<file path="src/rtl/hlik_pkg.sv">
// Package for the hexapod leg-length inverse kinematics block.
// Holds payload structs, fixed-point constants, anchor tables and the Q30 multiply.
// No dependencies.
package hlik_pkg;

    localparam int POS_W    = 16;
    localparam int ANG_W    = 16;
    localparam int EXT_W    = 20;
    localparam int REST_W   = 15;
    localparam int Q_W      = 32;   // Q30 trig and matrix terms
    localparam int ROT_W    = 33;   // summed matrix entries
    localparam int ANCH_W   = 14;
    localparam int ACC_W    = 48;   // Q42 dot products
    localparam int COMP_W   = 26;   // Q20 leg vector components
    localparam int SQ_W     = 50;
    localparam int SUMSQ_W  = 52;
    localparam int ROOT_W   = 26;
    localparam int LEN_W    = 19;
    localparam int NUM_LEGS = 6;

    // Pipeline shape: trig unit, three matrix stages, four leg stages, square root.
    localparam int SC_LAT    = 20;
    localparam int VLD_DEPTH = SC_LAT + 7 + ROOT_W;
    localparam int POS_DLY   = SC_LAT + 4;

    localparam logic signed [34:0] PI30          = 35'sd3373259426;
    localparam logic signed [34:0] NEG_PI30      = -35'sd3373259426;
    localparam logic signed [34:0] HALF_PI30     = 35'sd1686629713;
    localparam logic signed [34:0] NEG_HALF_PI30 = -35'sd1686629713;
    localparam logic signed [34:0] TWO_PI30      = 35'sd6746518852;
    localparam logic signed [Q_W-1:0] ONE30      = 32'sd1073741824;

    localparam logic [REST_W-1:0] REST_RESET = 15'd8192;
    localparam logic signed [EXT_W:0] EXT_MAX = 21'sd524287;
    localparam logic signed [EXT_W:0] EXT_MIN = -21'sd524288;

    // Horner divisors k*(k+1) and reciprocals floor(2^32/d). Row 0 is the cosine
    // series, row 1 the sine series; the sine row has one step less, so its last
    // entry is never used.
    localparam int LANE_COS  = 0;
    localparam int LANE_SIN  = 1;
    localparam int COS_STEPS = 6;
    localparam int SIN_STEPS = 5;
    localparam logic [7:0] HORNER_DIV [2][6] = '{
        '{8'd132, 8'd90, 8'd56, 8'd30, 8'd12, 8'd2},
        '{8'd110, 8'd72, 8'd42, 8'd20, 8'd6,  8'd1}
    };
    localparam logic [31:0] HORNER_RECIP [2][6] = '{
        '{32'd32537631, 32'd47721858, 32'd76695844, 32'd143165576,
          32'd357913941, 32'd2147483648},
        '{32'd39045157, 32'd59652323, 32'd102261126, 32'd214748364,
          32'd715827882, 32'd0}
    };

    localparam logic signed [ANCH_W-1:0] BASE_ANCHOR [NUM_LEGS][3] = '{
        '{-14'sd414,  14'sd3277,  14'sd1024},
        '{ 14'sd414,  14'sd3277,  14'sd1024},
        '{ 14'sd3043, -14'sd1282, 14'sd1024},
        '{ 14'sd2630, -14'sd1995, 14'sd1024},
        '{-14'sd2634, -14'sd1991, 14'sd1024},
        '{-14'sd3047, -14'sd1274, 14'sd1024}
    };
    localparam logic signed [ANCH_W-1:0] PLAT_ANCHOR [NUM_LEGS][3] = '{
        '{-14'sd2630, 14'sd1995,  -14'sd205},
        '{ 14'sd2630, 14'sd1995,  -14'sd205},
        '{ 14'sd3043, 14'sd1282,  -14'sd205},
        '{ 14'sd414,  -14'sd3277, -14'sd205},
        '{-14'sd414,  -14'sd3277, -14'sd205},
        '{-14'sd3043, 14'sd1282,  -14'sd205}
    };

    typedef struct packed {
        logic signed [POS_W-1:0] pos_x;
        logic signed [POS_W-1:0] pos_y;
        logic signed [POS_W-1:0] pos_z;
        logic signed [ANG_W-1:0] roll_angle;
        logic signed [ANG_W-1:0] pitch_angle;
        logic signed [ANG_W-1:0] yaw_angle;
    } pose_t;

    typedef struct packed {
        logic signed [EXT_W-1:0] leg0_extension;
        logic signed [EXT_W-1:0] leg1_extension;
        logic signed [EXT_W-1:0] leg2_extension;
        logic signed [EXT_W-1:0] leg3_extension;
        logic signed [EXT_W-1:0] leg4_extension;
        logic signed [EXT_W-1:0] leg5_extension;
    } legs_t;

    // Q30 product truncated toward zero.
    function automatic logic signed [Q_W-1:0] qmul30(input logic signed [Q_W-1:0] a,
                                                     input logic signed [Q_W-1:0] b);
        logic signed [63:0] p;
        logic signed [63:0] pb;
        p  = a * b;
        pb = p[63] ? p + 64'sd1073741823 : p;
        return pb[61:30];
    endfunction

endpackage

</file>
<file path="src/rtl/hlik_isqrt.sv">
// Pipelined floor square root, one result bit per register stage.
// Restoring digit-by-digit method on bit pairs of the radicand.
// Depends on hlik_pkg.
module hlik_isqrt
    import hlik_pkg::*;
(
    input  logic               aclk,
    input  logic               en,
    input  logic [SUMSQ_W-1:0] radicand,
    output logic [ROOT_W-1:0]  root
);

    logic [SUMSQ_W-1:0] v_reg [ROOT_W-1];
    logic [ROOT_W+1:0]  rem_reg [ROOT_W-1];
    logic [ROOT_W-1:0]  q_reg [ROOT_W];

    for (genvar i = 0; i < ROOT_W; i++) begin : g_bit
        logic [SUMSQ_W-1:0] v_in;
        logic [ROOT_W+1:0]  rem_in;
        logic [ROOT_W-1:0]  q_in;
        logic [ROOT_W+3:0]  rem_sh;
        logic [ROOT_W+3:0]  trial;
        logic [ROOT_W+3:0]  rem_sub;
        logic               ge;

        if (i == 0) begin : g_first
            assign v_in   = radicand;
            assign rem_in = '0;
            assign q_in   = '0;
        end else begin : g_next
            assign v_in   = v_reg[i-1];
            assign rem_in = rem_reg[i-1];
            assign q_in   = q_reg[i-1];
        end

        assign rem_sh  = {rem_in, v_in[2*(ROOT_W-1-i) +: 2]};
        assign trial   = {2'b00, q_in, 2'b01};
        assign ge      = (rem_sh >= trial);
        assign rem_sub = rem_sh - trial;

        always_ff @(posedge aclk) begin
            if (en) begin
                q_reg[i] <= {q_in[ROOT_W-2:0], ge};
            end
        end

        if (i < ROOT_W - 1) begin : g_carry
            always_ff @(posedge aclk) begin
                if (en) begin
                    v_reg[i]   <= v_in;
                    rem_reg[i] <= ge ? rem_sub[ROOT_W+1:0] : rem_sh[ROOT_W+1:0];
                end
            end
        end
    end

    assign root = q_reg[ROOT_W-1];

endmodule

</file>
<file path="config.mk">
export PLATFORM = sky130hd
export DESIGN_NAME = hlik_isqrt
export DESIGN_NICKNAME = d
export VERILOG_FILES = /design/src/rtl/hlik_pkg.sv /design/src/rtl/hlik_isqrt.sv
export SDC_FILE = /design/constraint.sdc
export NUM_CORES = 2
export LEC_CHECK = 0
export ABC_CLOCK_PERIOD_IN_PS = 3700
export BUFFER_PORTS_ARGS = -buffer_cell sky130_fd_sc_hd__buf_2
export CELL_PAD_IN_SITES_DETAIL_PLACEMENT = 0
export CELL_PAD_IN_SITES_GLOBAL_PLACEMENT = 2
export CORE_MARGIN = 4
export CORE_UTILIZATION = 47
export CTS_BUF_LIST = sky130_fd_sc_hd__clkbuf_8
export CTS_CLUSTER_SIZE = 25
export DETAILED_ROUTE_END_ITERATION = 10
export PLACE_DENSITY_LB_ADDON = 0.1
export SETUP_SLACK_MARGIN = 0.3
export SLEW_MARGIN = 20
export SYNTH_ARGS = -nofsm -noshare
export SYNTH_HDL_FRONTEND = slang
export SYNTH_SLANG_ARGS = --single-unit
export TNS_END_PERCENT = 50
</file>
<file path="constraint.sdc">
create_clock -name aclk -period 3.7 [get_ports aclk]
set_input_delay 0.74 -clock aclk [delete_from_list [all_inputs] [get_ports aclk]]
set_output_delay 0.74 -clock aclk [all_outputs]
set_load 0.05 [all_outputs]
</file>
### Yosys cells after proc, flatten, opt, wreduce, memory -nomap -nowiden

Memories as Yosys holds them, arrays and structs flattened.
Index checks and enable logic that the tools add are counted.

* add/sub/neg operators: 25
* magnitude comparators: 26
* multiplexer cells: 27

Operator list (count)
* 30-bit by 28-bit greater-or-equal comparator with 1-bit output: 25
* 28-bit 2-to-1 mux: 25
* 28-bit subtractor: 24
* 2-bit by 1-bit subtractor with 3-bit output (second input constant): 1
* 2-bit by 1-bit greater-or-equal comparator with 1-bit output (second input constant): 1
* 1-bit 2-to-1 mux: 2

* bits in registers: 0
* memory bits (writable): 2676
* input port bits: 54
* output and inout port bits: 26
* word-level logic and storage cells: 81
* memories kept: 3

Memory list
* v_reg: words 25, bits a word 52, rd ports 25, clocked after memory_dff 0, wr ports 25, RTL line hlik_isqrt.sv:13 `logic [SUMSQ_W-1:0] v_reg [ROOT_W-1];`
* rem_reg: words 25, bits a word 28, rd ports 25, clocked after memory_dff 0, wr ports 25, RTL line hlik_isqrt.sv:14 `logic [ROOT_W+1:0] rem_reg [ROOT_W-1];`
* q_reg: words 26, bits a word 26, rd ports 26, clocked after memory_dff 0, wr ports 26, RTL line hlik_isqrt.sv:15 `logic [ROOT_W-1:0] q_reg [ROOT_W];`

### Logic depth before layout (Yosys ltp)

An unclocked memory read counts as a cell.

* depth after elaboration: 3
* gate-level depth with buffers: 13
* mapped depth without buffers: 12

### Least setup slack after synthesis

Ideal clock, no wire load.

* path kind: reg2reg
* from: mem rem_reg[0][84] in the netlist's numbering
* to: mem rem_reg[0][138] in the netlist's numbering (data pin)
* setup time: 271 ps
* arrival: 2820 ps
* data required time: 3429 ps
* slack: 608 ps
* stages on the path, launching flop included: 12
* path buffers: 2
* period minus slack after synthesis: 3092 ps
* cell sequence: edfxtp_1 -> ha_1 -> nor2b_1 -> o21ai_0 -> a21boi_0 -> o21ai_0 -> or4b_1 -> clkbuf_1 -> or4_1 -> clkbuf_1 -> nor4_1 -> xor2_1

RTL lines (RTL line)
* from (decl): hlik_isqrt.sv:14

==> results.cfg <==
[synthesis]
synth.distinct_cells = 92
synth-async-reset-ratio_pct = 0
synth_xor_area_share_pct = 6.12
synth-seq-area-share_pct = 64.1
ys.flop_type = edfxtp_1
netlist_area_um2 = 77900
synth_top_family_by_area = simple AND/OR/NAND/NOR gates
ys_ff_latch = 1663
synthAdderAreaFrac_pct = 6.08
synth_compound_area_share_pct = 9.58
synth_warnings = 0
synth_cells = 6068
synth_simple_gate_area_share_pct = 10.4
synthTopCellsByArea = edfxtp_1 (64%), ha_1 (6.1%), xnor2_1 (3.2%), xor2_1 (2.9%), a21oi_1 (2.4%)
synthesis.nets = 6501
yosys.area.top_type_share_pct = 64.1
yosys.area.top_type = edfxtp_1
avgSynthCellArea_um2 = 12.8
muxShareOfSynthArea_pct = 0.766
synth-edff-count = 1663

[power]
p_total_uw = 50600
ir_drop_v = 0.000437
p_leak_uw = 0.0339
p_per_area_nw_per_um2 = 576

[timing]
fmax_ghz = 0.300
final.setup.tns_ns = 0
period_needed_ns = 3.33
hold_slack_ns = 0.289
finalSetupViolations = 0
drv_slew = 0
rsz0062_at_grt = true
min_period_over_period_pct = 90.1
timing_hold_violations_final = 0
worst_pin_slew_ns = 0.846
relSlewSlack_pct = 43.0
finClkSkew_ns = 0.0570

[setup_path]
cp_common_cell = nand3_1
crit_chain = ha_1 -> nand3_1 -> nor4_1 -> buf_4 -> nand3_1 -> a21o_1 -> a311o_1 -> nand4_1 -> buf_12 -> mux2_2
slowest_stage = ha_1
critPathMaxStageDelay_ns = 0.44
endpoint_kind = flop
reg2reg_slack_ns = 0.37
crit_type = reg -> reg
cp_max_fo = 40
arrival_ns = 4.01
cp.required_ns = 4.38
worstSetupStartpointType = flop

[die]
die-area_um2 = 172000
std_cell_rows = 149
core_area_um2 = 165000
die_w_um = 415
io_pins = 80
start_util_pct = 47.3
dieHeight_um = 415

[drt]
wl_per_cell_um = 18.5
via_per_inst = 5.30
drc = 0
wl_mm = 164
vias = 47224
dr.pass1.iters = 5
drt_iter0_markers = 2932
antenna_left = 0

[global_route]
grt_pass1_vias = 47239
grt_use_total_pct = 18.8
grt_pass1_wl_mm = 259
antenna_found_initial = 3
grt_overflow_total = 0
grt_max_degree = 114

[place]
place_congestion = 0.863
io_buffers = 79
dp_hpwl_mm = 118
dp.cells = 8334
placed_area_um2 = 81800

[clock_tree]
h-tree-depth = 5
clkTransAtPathRegs_ns = 0.06
cts_sinks = 1663
clk_path_buf_depth = 4
clk_latency_ns = 0.99
cts_buffers = 303
cts_tree = yes
root_buffer = clkbuf_8

[finish]
largest_reg_flops = 662
register_area_um2 = 49900
drive_gt1_share_pct = 10.2
num-nets-final = 6944
fin_cells = 8902
finish.instance_area_um2 = 87800
final_cell_mix = edfxtp_1 (1663), inv_1 (574), nand2_1 (414)
syn_to_final_growth_pct = 12.7
multi_input_area_um2 = 25800
final_common_cell = edfxtp_1
fill_cells = 14234

[worst_hold_path]
min_path_type = in -> reg

[flow_run]
cap_violations = 0

[outcome]
outcome = completed
[metal layers]
metal	vias to the layer above	wire length, µm	GRT usage (%)
li1	23475	-	-
met1	22603	73100	24.5
met2	810	80200	31.9
met3	336	6050	3.20
met4	0	5050	6.68
met5	-	0	0
[report_power, final]
part / internal (µW) / switching, µW
clock network: 8330 / 7230
logic: 4130 / 5570
registers: 23700 / 1640
[worst paths after layout]
| check | depth (start not counted) | to | from |
|---|---|---|---|
| worst max-delay path | 10 | rem_reg[1][200]$_DFFE_PP_ | rem_reg[1][178]$_DFFE_PP_ |
| worst min-delay path | 1 | rem_reg[0][208]$_DFFE_PP_ | en |
| worst max register to register | 10 | rem_reg[1][200]$_DFFE_PP_ | rem_reg[1][178]$_DFFE_PP_ |
| worst min register to register | 0 | v_reg[1][316]$_DFFE_PP_ | v_reg[1][264]$_DFFE_PP_ |
[layout make-up]
cell class | instances | share of cell area (%)
diodes | 2 | 0.00570
clock buffers | 310 | 4.86
clock inverters | 195 | 1.18
inverters | 484 | 2.08
multi-input cells | 3797 | 29.4
flip-flops and latches | 1663 | 56.9
well taps | 2189 | 3.12
repair buffers | 260 | 2.51
repair inverters | 2 | 0.0142
[cells in the mapped netlist, drive strengths merged (24+ instances only)]
| library cell | instances |
|---|---|
| o21ai | 310 |
| inv | 483 |
| or3 | 47 |
| and2 | 24 |
| mux2 | 45 |
| xnor2 | 289 |
| nand4 | 66 |
| or4 | 39 |
| nor3 | 131 |
| ha | 379 |
| o31ai | 49 |
| nor4 | 107 |
| and3 | 40 |
| xor2 | 256 |
| a21o | 135 |
| or2 | 29 |
| edfxtp | 1663 |
| a31oi | 40 |
| nor2b | 51 |
| nand2b | 56 |
| a211oi | 27 |
| nand3 | 124 |
| o21bai | 28 |
| nand4b | 26 |
| nor2 | 386 |
| a21oi | 382 |
| o211ai | 24 |
| o21a | 64 |
| clkbuf | 106 |
| nand2 | 415 |
[through the flow]
step | util, % | setup slack [ns]
final | 53.3 | 0.365
after floorplan | - | 0.608
after global routing | 53.3 | 0.203
after CTS | 53.2 | 0.336
after global placement | 49.6 | 0.315
after detailed placement | 49.6 | 0.250
[cell families (layout without fill, tap and decap cells)]
logic type | Yosys count | count (layout)
mux | 54 | 54
compound gates | 1203 | 1205
flops | 1663 | 1663
fa+ha+maj | 379 | 379
simple gates | 1613 | 1613
other cells | 1 | 3
buf+inv | 610 | 1251
xor+xnor | 545 | 545
[critical path: cells and delay by family (launching register included)]
kind	cells	cell delay, ns
and+or+nand+nor	4	0.80
AOI/OAI and AO/OA	2	0.61
muxes	1	0.35
DFF	1	0.39
adders and majority gates	1	0.44
buffers and inverters	2	0.43
[repair_timing]
| item | in CTS | in global routing |
|---|---|---|
| hold endpoints to repair | 53 | 0 |
| setup endpoints to repair | 1 | 137 |
| hold buffers | 53 | 0 |
| resized for setup | 1 | 26 |
| buffers inserted | 0 | 4 |
| cloned | 0 | 4 |
| pin swaps | 0 | 1 |
(Power assumes the default switching activity.)
